[src/rtl/ssra_pkg.sv]
// Shared constants and types for the sorted sparse row accumulator.
// No dependencies; the interfaces and the top level import this package.
package ssra_pkg;

    localparam int CAPACITY      = 32;
    localparam int INDEX_BITS    = 16;
    localparam int COL_W         = 16;
    localparam int VAL_W         = 32;
    localparam int ENTRY_COUNT_W = 6;
    localparam int ADDR_W        = $clog2(CAPACITY);
    localparam int CNT_W         = $clog2(CAPACITY + 1);

    localparam logic OP_ADD   = 1'b0;
    localparam logic OP_DRAIN = 1'b1;

    typedef struct packed {
        logic [INDEX_BITS-1:0] key;
        logic [VAL_W-1:0]      val;
    } entry_t;

endpackage

[src/rtl/ssra_in_if.sv]
// Input channel of the sorted sparse row accumulator: one add or drain word.
// Depends on ssra_pkg for the field widths.
interface ssra_in_if;
    import ssra_pkg::*;

    logic                    valid;
    logic                    ready;
    logic                    op;
    logic [COL_W-1:0]        col_index;
    logic signed [VAL_W-1:0] add_value;

    modport source (output valid, op, col_index, add_value, input ready);
    modport sink (input valid, op, col_index, add_value, output ready);

endinterface

[src/rtl/ssra_out_if.sv]
// Result channel of the sorted sparse row accumulator.
// Depends on ssra_pkg for the field widths.
interface ssra_out_if;
    import ssra_pkg::*;

    logic                     valid;
    logic                     ready;
    logic [COL_W-1:0]         out_index;
    logic signed [VAL_W-1:0]  out_value;
    logic [ENTRY_COUNT_W-1:0] entry_count;
    logic                     last_flag;
    logic                     full_drop;
    logic                     sat_flag;
    logic                     empty_flag;

    modport source (output valid, out_index, out_value, entry_count, last_flag,
                    full_drop, sat_flag, empty_flag, input ready);
    modport sink (input valid, out_index, out_value, entry_count, last_flag,
                  full_drop, sat_flag, empty_flag, output ready);

endinterface

[src/rtl/sorted_sparse_row_accumulator.sv]
// Sorted sparse row accumulator top level: entry memory, sequencer, output register.
// Depends on ssra_pkg, ssra_in_if and ssra_out_if.
//
// Usage: words arrive on req (valid/ready). An add word (op = add) either sums
// its value, with saturation, into the entry of the same column index or
// inserts a new entry at its sorted place, or drops it when the row is full;
// it returns one word on rsp with the entry count and the full_drop / sat_flag
// bits. A drain word returns every entry in ascending index order, one word per
// cycle while rsp does not stall, the final one marked by last_flag, and
// empties the row; an empty row returns one word with empty_flag set.
// Timing: req.ready is high only while the sequencer is idle. An add scans the
// entry memory one entry per cycle (one registered read port), then shifts the
// entries above the insertion point up one per cycle; it then writes the sum or
// the new entry and loads the result register. A drain loads one word per
// cycle while the result register is free. The result register lets a new word
// be accepted while the last result is still waiting on rsp.
// Reset clears the entry count and the sequencer; memory contents are left
// as they are. When rsp stalls, the sequencer holds until the result register
// frees up; a drain pauses and resumes without losing entries.
module sorted_sparse_row_accumulator (
    input logic        clk,
    input logic        rst_n,
    ssra_in_if.sink    req,
    ssra_out_if.source rsp
);
    import ssra_pkg::*;

    typedef enum logic [6:0] {
        S_IDLE   = 7'b0000001,
        S_SCAN   = 7'b0000010,
        S_ACC    = 7'b0000100,
        S_SHIFT  = 7'b0001000,
        S_INSERT = 7'b0010000,
        S_EMIT   = 7'b0100000,
        S_DRAIN  = 7'b1000000
    } state_t;

    localparam logic [VAL_W-1:0] VAL_MAX = {1'b0, {(VAL_W-1){1'b1}}};
    localparam logic [VAL_W-1:0] VAL_MIN = {1'b1, {(VAL_W-1){1'b0}}};

    state_t                 state_reg, state_next;
    logic [CNT_W-1:0]       count_reg, count_next;
    logic [ADDR_W-1:0]      ptr_reg, ptr_next;
    logic [ADDR_W-1:0]      pos_reg, pos_next;
    logic [INDEX_BITS-1:0]  key_reg, key_next;
    logic [VAL_W-1:0]       val_reg, val_next;
    logic                   full_reg, full_next;
    logic                   sat_reg, sat_next;
    logic                   empty_reg, empty_next;

    entry_t                 mem [CAPACITY];
    entry_t                 rd_data_reg;
    logic [ADDR_W-1:0]      rd_addr;
    logic                   wr_en;
    logic [ADDR_W-1:0]      wr_addr;
    entry_t                 wr_data;

    logic                     out_valid_reg;
    logic [COL_W-1:0]         out_index_reg;
    logic [VAL_W-1:0]         out_value_reg;
    logic [ENTRY_COUNT_W-1:0] out_count_reg;
    logic                     out_last_reg;
    logic                     out_full_reg;
    logic                     out_sat_reg;
    logic                     out_empty_reg;

    logic                   out_free;
    logic                   out_load;
    logic [COL_W-1:0]       ld_index;
    logic [VAL_W-1:0]       ld_value;
    logic                   ld_last;

    logic [CNT_W-1:0]       ptr_inc;
    logic                   ptr_is_last;
    logic                   row_full;
    logic [VAL_W:0]         sum_wide;
    logic                   sum_ovf;
    logic [VAL_W-1:0]       sum_sat;

    assign out_free    = !out_valid_reg || rsp.ready;
    assign ptr_inc     = CNT_W'(ptr_reg) + CNT_W'(1);
    assign ptr_is_last = (ptr_inc == count_reg);
    assign row_full    = (count_reg == CNT_W'(CAPACITY));

    // Saturating add of the stored value and the incoming value.
    assign sum_wide = {rd_data_reg.val[VAL_W-1], rd_data_reg.val}
                    + {val_reg[VAL_W-1], val_reg};
    assign sum_ovf  = sum_wide[VAL_W] ^ sum_wide[VAL_W-1];
    assign sum_sat  = sum_ovf ? (sum_wide[VAL_W] ? VAL_MIN : VAL_MAX)
                              : sum_wide[VAL_W-1:0];

    assign req.ready = (state_reg == S_IDLE);

    always_comb
    begin
        state_next = state_reg;
        count_next = count_reg;
        ptr_next   = ptr_reg;
        pos_next   = pos_reg;
        key_next   = key_reg;
        val_next   = val_reg;
        full_next  = full_reg;
        sat_next   = sat_reg;
        empty_next = empty_reg;
        rd_addr    = ptr_reg;
        wr_en      = 1'b0;
        wr_addr    = ptr_reg;
        wr_data    = rd_data_reg;
        out_load   = 1'b0;
        ld_index   = '0;
        ld_value   = '0;
        ld_last    = 1'b1;

        case (state_reg)
            S_IDLE:
            begin
                // Entry 0 is always being read so a scan or drain can start at once.
                rd_addr = '0;
                if (req.valid)
                begin
                    key_next   = req.col_index[INDEX_BITS-1:0];
                    val_next   = req.add_value;
                    full_next  = 1'b0;
                    sat_next   = 1'b0;
                    empty_next = 1'b0;
                    ptr_next   = '0;
                    pos_next   = '0;
                    if (req.op == OP_DRAIN)
                    begin
                        if (count_reg == '0)
                        begin
                            empty_next = 1'b1;
                            state_next = S_EMIT;
                        end
                        else
                        begin
                            state_next = S_DRAIN;
                        end
                    end
                    else if (count_reg == '0)
                    begin
                        state_next = S_INSERT;
                    end
                    else
                    begin
                        state_next = S_SCAN;
                    end
                end
            end

            S_SCAN:
            begin
                if (rd_data_reg.key == key_reg)
                begin
                    state_next = S_ACC;
                end
                else if (rd_data_reg.key > key_reg)
                begin
                    pos_next = ptr_reg;
                    if (row_full)
                    begin
                        full_next  = 1'b1;
                        state_next = S_EMIT;
                    end
                    else
                    begin
                        // Start moving entries up, beginning with the top one.
                        ptr_next   = ADDR_W'(count_reg);
                        rd_addr    = ADDR_W'(count_reg - CNT_W'(1));
                        state_next = S_SHIFT;
                    end
                end
                else if (ptr_is_last)
                begin
                    if (row_full)
                    begin
                        full_next  = 1'b1;
                        state_next = S_EMIT;
                    end
                    else
                    begin
                        pos_next   = ADDR_W'(count_reg);
                        state_next = S_INSERT;
                    end
                end
                else
                begin
                    ptr_next = ptr_reg + ADDR_W'(1);
                    rd_addr  = ptr_reg + ADDR_W'(1);
                end
            end

            S_ACC:
            begin
                wr_en      = 1'b1;
                wr_addr    = ptr_reg;
                wr_data    = '{key: rd_data_reg.key, val: sum_sat};
                sat_next   = sum_ovf;
                state_next = S_EMIT;
            end

            S_SHIFT:
            begin
                // Write the entry read last cycle one place up, read the next one down.
                wr_en    = 1'b1;
                wr_addr  = ptr_reg;
                wr_data  = rd_data_reg;
                ptr_next = ptr_reg - ADDR_W'(1);
                if ((ptr_reg - ADDR_W'(1)) == pos_reg)
                begin
                    rd_addr    = '0;
                    state_next = S_INSERT;
                end
                else
                begin
                    rd_addr = ptr_reg - ADDR_W'(2);
                end
            end

            S_INSERT:
            begin
                wr_en      = 1'b1;
                wr_addr    = pos_reg;
                wr_data    = '{key: key_reg, val: val_reg};
                count_next = count_reg + CNT_W'(1);
                state_next = S_EMIT;
            end

            S_EMIT:
            begin
                if (out_free)
                begin
                    out_load   = 1'b1;
                    state_next = S_IDLE;
                end
            end

            S_DRAIN:
            begin
                if (out_free)
                begin
                    out_load = 1'b1;
                    ld_index = COL_W'(rd_data_reg.key);
                    ld_value = rd_data_reg.val;
                    ld_last  = ptr_is_last;
                    if (ptr_is_last)
                    begin
                        rd_addr    = '0;
                        count_next = '0;
                        state_next = S_IDLE;
                    end
                    else
                    begin
                        ptr_next = ptr_reg + ADDR_W'(1);
                        rd_addr  = ptr_reg + ADDR_W'(1);
                    end
                end
            end

            default:
            begin
                state_next = S_IDLE;
            end
        endcase
    end

    always_ff @(posedge clk or negedge rst_n)
    begin
        if (!rst_n)
        begin
            state_reg <= S_IDLE;
            count_reg <= '0;
        end
        else
        begin
            state_reg <= state_next;
            count_reg <= count_next;
        end
    end

    always_ff @(posedge clk)
    begin
        ptr_reg   <= ptr_next;
        pos_reg   <= pos_next;
        key_reg   <= key_next;
        val_reg   <= val_next;
        full_reg  <= full_next;
        sat_reg   <= sat_next;
        empty_reg <= empty_next;
    end

    // Entry memory: one write and one registered read per cycle.
    always_ff @(posedge clk)
    begin
        if (wr_en)
        begin
            mem[wr_addr] <= wr_data;
        end
        rd_data_reg <= mem[rd_addr];
    end

    always_ff @(posedge clk or negedge rst_n)
    begin
        if (!rst_n)
        begin
            out_valid_reg <= 1'b0;
        end
        else if (out_load)
        begin
            out_valid_reg <= 1'b1;
        end
        else if (rsp.ready)
        begin
            out_valid_reg <= 1'b0;
        end
    end

    // The count still holds the pre-drain value while drained words are loaded.
    always_ff @(posedge clk)
    begin
        if (out_load)
        begin
            out_index_reg <= ld_index;
            out_value_reg <= ld_value;
            out_count_reg <= ENTRY_COUNT_W'(count_reg);
            out_last_reg  <= ld_last;
            out_full_reg  <= full_reg;
            out_sat_reg   <= sat_reg;
            out_empty_reg <= empty_reg;
        end
    end

    assign rsp.valid       = out_valid_reg;
    assign rsp.out_index   = out_index_reg;
    assign rsp.out_value   = out_value_reg;
    assign rsp.entry_count = out_count_reg;
    assign rsp.last_flag   = out_last_reg;
    assign rsp.full_drop   = out_full_reg;
    assign rsp.sat_flag    = out_sat_reg;
    assign rsp.empty_flag  = out_empty_reg;

    // The row never holds more entries than the memory has places.
    a_count_bound: assert property (@(posedge clk) disable iff (!rst_n)
        count_reg <= CNT_W'(CAPACITY))
        else $error("entry count exceeds capacity");

    // A dropped insert is only reported when the row really is full.
    a_full_drop: assert property (@(posedge clk) disable iff (!rst_n)
        (out_load && full_reg) |-> row_full)
        else $error("full_drop reported on a row with free places");

    // The shift pointer stays above the insertion point.
    a_shift_order: assert property (@(posedge clk) disable iff (!rst_n)
        (state_reg == S_SHIFT) |-> (pos_reg < ptr_reg))
        else $error("shift pointer at or below insertion point");

    // The final drained word leaves the row empty.
    a_drain_clears: assert property (@(posedge clk) disable iff (!rst_n)
        (state_reg == S_DRAIN && out_load && ld_last) |=> (count_reg == '0))
        else $error("row not empty after drain");

endmodule

[src/flat_wrapper.sv]
// flat-port wrapper written by rule: the top's interface ports become plain ports
module sorted_sparse_row_accumulator_flat import ssra_pkg::*;
  (clk, rst_n, req_valid, req_op, req_col_index, req_add_value, req_ready, rsp_valid, rsp_out_index, rsp_out_value, rsp_entry_count, rsp_last_flag, rsp_full_drop, rsp_sat_flag, rsp_empty_flag, rsp_ready);
  ssra_in_if req_i ();
  ssra_out_if rsp_i ();
  input logic clk;
  input logic rst_n;
  input wire logic [$bits(req_i.valid)-1:0] req_valid;
  input wire logic [$bits(req_i.op)-1:0] req_op;
  input wire logic [$bits(req_i.col_index)-1:0] req_col_index;
  input wire logic [$bits(req_i.add_value)-1:0] req_add_value;
  output wire logic [$bits(req_i.ready)-1:0] req_ready;
  output wire logic [$bits(rsp_i.valid)-1:0] rsp_valid;
  output wire logic [$bits(rsp_i.out_index)-1:0] rsp_out_index;
  output wire logic [$bits(rsp_i.out_value)-1:0] rsp_out_value;
  output wire logic [$bits(rsp_i.entry_count)-1:0] rsp_entry_count;
  output wire logic [$bits(rsp_i.last_flag)-1:0] rsp_last_flag;
  output wire logic [$bits(rsp_i.full_drop)-1:0] rsp_full_drop;
  output wire logic [$bits(rsp_i.sat_flag)-1:0] rsp_sat_flag;
  output wire logic [$bits(rsp_i.empty_flag)-1:0] rsp_empty_flag;
  input wire logic [$bits(rsp_i.ready)-1:0] rsp_ready;
  assign req_i.valid = req_valid;
  assign req_i.op = req_op;
  assign req_i.col_index = req_col_index;
  assign req_i.add_value = req_add_value;
  assign req_ready = req_i.ready;
  assign rsp_valid = rsp_i.valid;
  assign rsp_out_index = rsp_i.out_index;
  assign rsp_out_value = rsp_i.out_value;
  assign rsp_entry_count = rsp_i.entry_count;
  assign rsp_last_flag = rsp_i.last_flag;
  assign rsp_full_drop = rsp_i.full_drop;
  assign rsp_sat_flag = rsp_i.sat_flag;
  assign rsp_empty_flag = rsp_i.empty_flag;
  assign rsp_i.ready = rsp_ready;
  sorted_sparse_row_accumulator u_core (.clk(clk), .rst_n(rst_n), .req(req_i), .rsp(rsp_i));
endmodule
[config.mk]
export PLATFORM = sky130hd
export DESIGN_NAME = sorted_sparse_row_accumulator_flat
export DESIGN_NICKNAME = d
export VERILOG_FILES = /design/src/rtl/ssra_pkg.sv /design/src/rtl/ssra_in_if.sv /design/src/rtl/ssra_out_if.sv /design/src/rtl/sorted_sparse_row_accumulator.sv /design/src/flat_wrapper.sv
export SDC_FILE = /design/constraint.sdc
export NUM_CORES = 2
export LEC_CHECK = 0
export BUFFER_PORTS_ARGS = -buffer_cell sky130_fd_sc_hd__buf_4
export CAP_MARGIN = 25
export CORE_ASPECT_RATIO = 2
export CORE_UTILIZATION = 60
export CTS_BUF_LIST = sky130_fd_sc_hd__clkbuf_4
export CTS_CLUSTER_SIZE = 30
export DETAILED_ROUTE_END_ITERATION = 12
export PLACE_DENSITY_LB_ADDON = 0.25
export SETUP_SLACK_MARGIN = 0.15
export SLEW_MARGIN = 20
export SYNTH_ARGS = -nofsm -noshare
export SYNTH_HDL_FRONTEND = slang
export SYNTH_SLANG_ARGS = --single-unit
[constraint.sdc]
create_clock -name clk -period 8.83 [get_ports clk]
set_clock_uncertainty 0.1 [all_clocks]
set_input_delay 0.883 -clock clk [delete_from_list [all_inputs] [get_ports clk]]
set_output_delay 0.883 -clock clk [all_outputs]
set_load 0.01 [all_outputs]
# --- Yosys cells after proc, flatten, opt, wreduce, memory -nomap -nowiden ---
# Memory sizes are Yosys's and may differ from the RTL's. A register that Yosys moved wholly into a read port is not among the register bits.
# Cells that the tools add are included.
word_totals:
  reg_bits: 133
  mem_bits_rw: 1536
  mem_count: 1
classes:
  eq_ne: 21
  n_reduce_logical: 19
  magnitude_cmp: 1
  addsub: 7
  bitwise: 1
  n_mux: 54
mem_list:
  columns: ["name", "words", "width", "read_ports", "rd_clocked_by_memory_dff", "write_ports", "line", "source"]
  rows:
  - ["u_core.mem", 32, 48, 1, 1, 1, "sorted_sparse_row_accumulator.sv:51", "entry_t mem [CAPACITY];"]
op_table:
  columns: ["op", "n"]
  rows:
  - ["one-hot mux 48 bit (2 select lines)", 1]
  - ["two-way mux 5 bit", 17]
  - ["two-way mux 7 bit", 10]
  - ["two-way mux 32 bit", 2]
  - ["one-hot mux 7 bit (6 select lines)", 1]
  - ["one-hot mux 5 bit (4 select lines)", 2]
  - ["adder 32 x 32 -> 33 bit", 1]
  - ["two-way mux 6 bit", 4]
  - ["equality test 16 bit", 1]
  - ["> comparator 16 bit", 1]
  - ["two-way mux 1 bit", 13]
  - ["one-hot mux 6 bit (2 select lines)", 1]
  - ["one-hot mux 5 bit (2 select lines)", 1]
  - ["AND reduction 5 bit", 2]
  - ["subtractor 5 x 1 -> 5 bit, second input constant", 2]
  - ["!= test 2 x 1 -> 1 bit, second input constant", 4]
  - ["nonzero test 2 bit", 4]
  - ["equality test 7 x 1 -> 1 bit, second input constant", 1]
  - ["equality test 7 x 2 -> 1 bit, second input constant", 1]
  - ["equality test 7 x 3 -> 1 bit, second input constant", 1]
  - ["equality test 7 x 4 -> 1 bit, second input constant", 1]
  - ["equality test 7 x 5 -> 1 bit, second input constant", 1]
  - ["equality test 7 x 6 -> 1 bit, second input constant", 1]
  - ["equality test 7 bit, second input constant", 1]
  - ["other kinds (23)", 29]

# --- Longest topological paths before layout ---
logic_depth:
  ltp_word: 6
  mapped_depth: 21

# --- Least setup slack after synthesis ---
# Ideal clock, no wire load.
synth_timing:
  path_kind: "register -> register"
  startpoint: "reg u_core.val_reg[0]"
  endpoint: "mem u_core.mem[0][25] in the netlist's numbering (data pin)"
  setup_ns: 0.615
  t_arrival_ns: 5.805
  setup_slack_ns: 2.310
  stages_incl_launch_ff: 21
  synth_period_minus_slack_ns: 6.520
  required_ns: 8.115
  cell_sequence: "edfxtp_1 -> ha_1 -> inv_1 -> fa_1 -> nor2b_1 -> o21a_1 -> o21ai_0 -> a211oi_1 -> o21ai_0 -> o21ai_0 -> a31oi_1 -> o21a_1 -> a31o_2 -> ha_1 -> clkbuf_1 -> inv_1 -> nor4b_1 -> o211ai_1 -> nand2_1 -> clkbuf_1 -> o311ai_0"
synth_rtl:
  columns: ["element", "line", "source"]
  rows:
  - ["from (decl)", "sorted_sparse_row_accumulator.sv:46", "logic [VAL_W-1:0] val_reg, val_next;"]
  - ["from (signal assigned)", "sorted_sparse_row_accumulator.sv:286", "val_reg <= val_next;"]
  - ["to (decl)", "sorted_sparse_row_accumulator.sv:51", null]

==> summary.md <==
| Metric | Value |
|---|---|
| Root Driver | clkbuf_4 |
| Final setup TNS | 0 ns |
| H-tree depth | 5 |
| Worst slew pin tran | 1.14 ns |
| Hold_ws | 0.199 ns |
| Final period util | 75.4% |
| Seq cells post-synth | 1717 |
| Clk pin slew, worst setup/hold paths | 0.08 ns |
| Routed length on met3 | 22800 µm |
| Min-delay src | req_add_value[27] |
| Die X | 245 µm |
| Fmax | 0.150 GHz |
| Hold endpoint | u_core.val_reg[27] |
| Cts repair resizes | 0 |
| Sequential area share after synthesis | 72.1% |
| Crit path cell chain | ha_1 > inv_1 > fa_1 > nor2b_1 > o21a_1 > o21ai_0 > a211oi_1 > o21ai_0 > o21ai_0 > a31oi_1 > o21a_1 > a31o_2 > ha_1 > inv_1 > nor4b_1 > o211ai_1 > nand2_2 > buf_4 > o22ai_2 |
| Crit path arrival time | 7.42 ns |
| FFs w/ async S/R, synth | 0.815% |
| Share of cells above drive strength 1 | 17.3% |
| CTS Buffer Depth | 4 |
| Final nets | 5333 |
| Gate count of the mapped netlist | 4837 |
| Number of port buffers | 112 |
| Hold path depth | 2 |
| Total GRT Usage | 35.7% |
| GR Overflow Total | 0 |
| Number of routed nets with antenna violations | 0 |
| Iter 0 DRT Violations | 5924 |
| DRC viols | 0 |
| Mapped Avg Cell Area | 14.6 µm² |
| FP Rows | 177 |
| Reg2reg path depth | 19 |
| Syn. warnings | 0 |
| Number of iterations in the first detailed-routing pass | 5 |
| Commonest non-fill, non-tap cell in the layout | edfxtp_1 |
| CP Max Fanout | 32 |
| Die area | 0.119 mm² |
| Number of flip-flops in the largest register | 1536 |
| Initial core utilization | 60.7% |
| CTS tree | built |
| Largest net degree at the start of global routing | 131 |
| Setup Viol. Count Final | 0 |
| CTS Sinks | 1717 |
| Routed WL per cell | 30.2 µm |
| Vias | 46500 |
| Routed length on met2 | 104000 µm |
| Detailed placement HPWL | 115000 µm |
| Total wire length | 212000 µm |
| Worst slew margin | 24.0% |
| Cell Area, Synth | 0.0707 mm² |
| Number of flops mapped to enable cells by yosys | 1655 |
| RSZ-0062 raised after global routing | false |
| Worst EP required | 9.59 ns |
| Initial antenna violation count | 4 |
| Pwr per Cell Area | 381 mW/mm² |
| Hold/Removal Path Class | primary input to flip-flop |
| Crit path max-delay cell type | a211oi_1 |
| M1 WL | 68900 µm |
| Crit path time final | 6.66 ns |
| Syn-to-layout area delta | 12.0% |
| Net Count, Synth | 4949 |
| Maxcap violations | 0 |
| Most used cell, CP | o21ai_0 |
| Routability-driven placement congestion ratio | 0.930 |
| Critical path class | flip-flop to flip-flop |
| Ys flop type | edfxtp_1 |
| Die H | 487 µm |
| First-pass GRT wire length | 300000 µm |
| Clock latency on the worst-skew pair | 1.32 ns |
| Commonest cells after routing, fill and taps aside | edfxtp_1 (1655), nand2_1 (642), mux2i_1 (536) |
| Worst setup EP type | flip-flop |
| Max IR drop VDD | 482 µV |
| Hold Violations, Final | 0 |
| TritonCTS Buffers | 371 |
| Status | completed |
| Final Max Slew Viols | 0 |
| Avg Vias per Cell | 6.62 |
| Core area | 0.116 mm² |
| Worst r2r src | u_core.rd_data_reg[0] |
| Startpoint Class | flip-flop |
| Io pins | 113 |
| FF-to-FF setup slack | 2.17 ns |
| DR top layer | met4 |
| Crit-path max cell delay | 0.62 ns |
| Distinct cells, synth | 80 |
| Pleak | 0.0279 µW |
| Vias in the first global route | 45500 |
| R2R Path End | u_core.mem[24][20] |
-- worst max-delay path: cells and delay by family, from the launching register on --
kind                     cells  cell delay (ns)
buffers and inverters        3             0.72
adder cells (fa/ha/maj)      3             1.14
AND/OR/NAND/NOR              3             1.03
AO/OA/AOI/OAI               10             2.87
flip-flops                   1             0.36
-- metal layers --
layer	vias up	track usage, %
li1	19600	-
met1	22800	41.6
met2	3313	59.0
met3	809	6.78
met4	0	25.8
met5	-	0
-- Yosys cell counts (77+ instances only) --
master	count	area, µm²
a2111oi_0	100	876
a211oi_1	258	1940
a21oi_1	81	405
a32oi_1	94	823
buf_2	77	385
clkbuf_1	178	668
edfxtp_1	1655	49700
inv_1	143	537
mux2i_1	536	5370
nand2_1	643	2410
nand3_1	353	1770
nor2_1	117	439
-- what timing repair did --
| item | CTS | global route |
|---|---|---|
| setup buffers | 0 | 0 |
| endpoints found under the hold margin | 71 | 0 |
| hold buffers | 54 | 0 |
-- logic make-up (layout without fill, tap and decap cells) --
logic type                 count (synthesis)  after routing  share of synthesized area (%)
AOI/OAI and AO/OA                        704            704                           7.41
xor gates and xnor gates                  45             45                          0.616
adders and majority gates                 59             59                           1.05
buffers and inverters                    457           1130                           2.77
DFF                                     1717           1717                           72.1
muxes                                    537            537                           7.60
other                                      0              5                              0
and+or+nand+nor                         1318           1318                           8.40
-- final cells by class --
type,count,area [µm²]
clock inverter,127,601
multi-input combinational,2663,18300
fill,8042,37300
sequential,1717,51000
antenna,5,12.5
clock buffer,535,4020
inverter,145,544
timing repair buffer,323,2800
tap,1521,1900
-- per-stage QoR --
stage          utilization (%)  worst slack (ns)  area [µm²]  total power (µW)  cells
3_5_place_dp              63.4              2.41       73800             24000   6299
5_1_grt                   68.0              1.91       79200             31300   7036
6_report                  68.0              2.17       79200             30200   7036
2_1_floorplan                -              2.31       70700             19600   4837
4_1_cts                   67.8              2.39       79000             29800   7015
3_3_place_gp              63.3              2.52       73700             23700   6294
-- worst max path at each step --
stage | cells after the start | startpoint | end | slack [ns]
6_report | 19 | u_core.rd_data_reg[0] | u_core.mem[24][20] | 2.17
5_1_grt | 19 | u_core.rd_data_reg[0] | u_core.mem[12][20] | 1.91
4_1_cts | 19 | u_core.rd_data_reg[0] | u_core.mem[18][12] | 2.39
3_5_place_dp | 19 | u_core.val_reg[0] | u_core.mem[30][28] | 2.41
3_3_place_gp | 19 | u_core.val_reg[0] | u_core.mem[26][14] | 2.52
2_1_floorplan | 20 | u_core.val_reg[0] | u_core.mem[0][25] | 2.31
-- power breakdown --
group | total (µW) | switching [µW] | internal [µW]
clock network | 5900 | 3010 | 2890
logic | 13400 | 9280 | 4100
registers | 10900 | 370 | 10500
(Power assumes the default switching activity.)
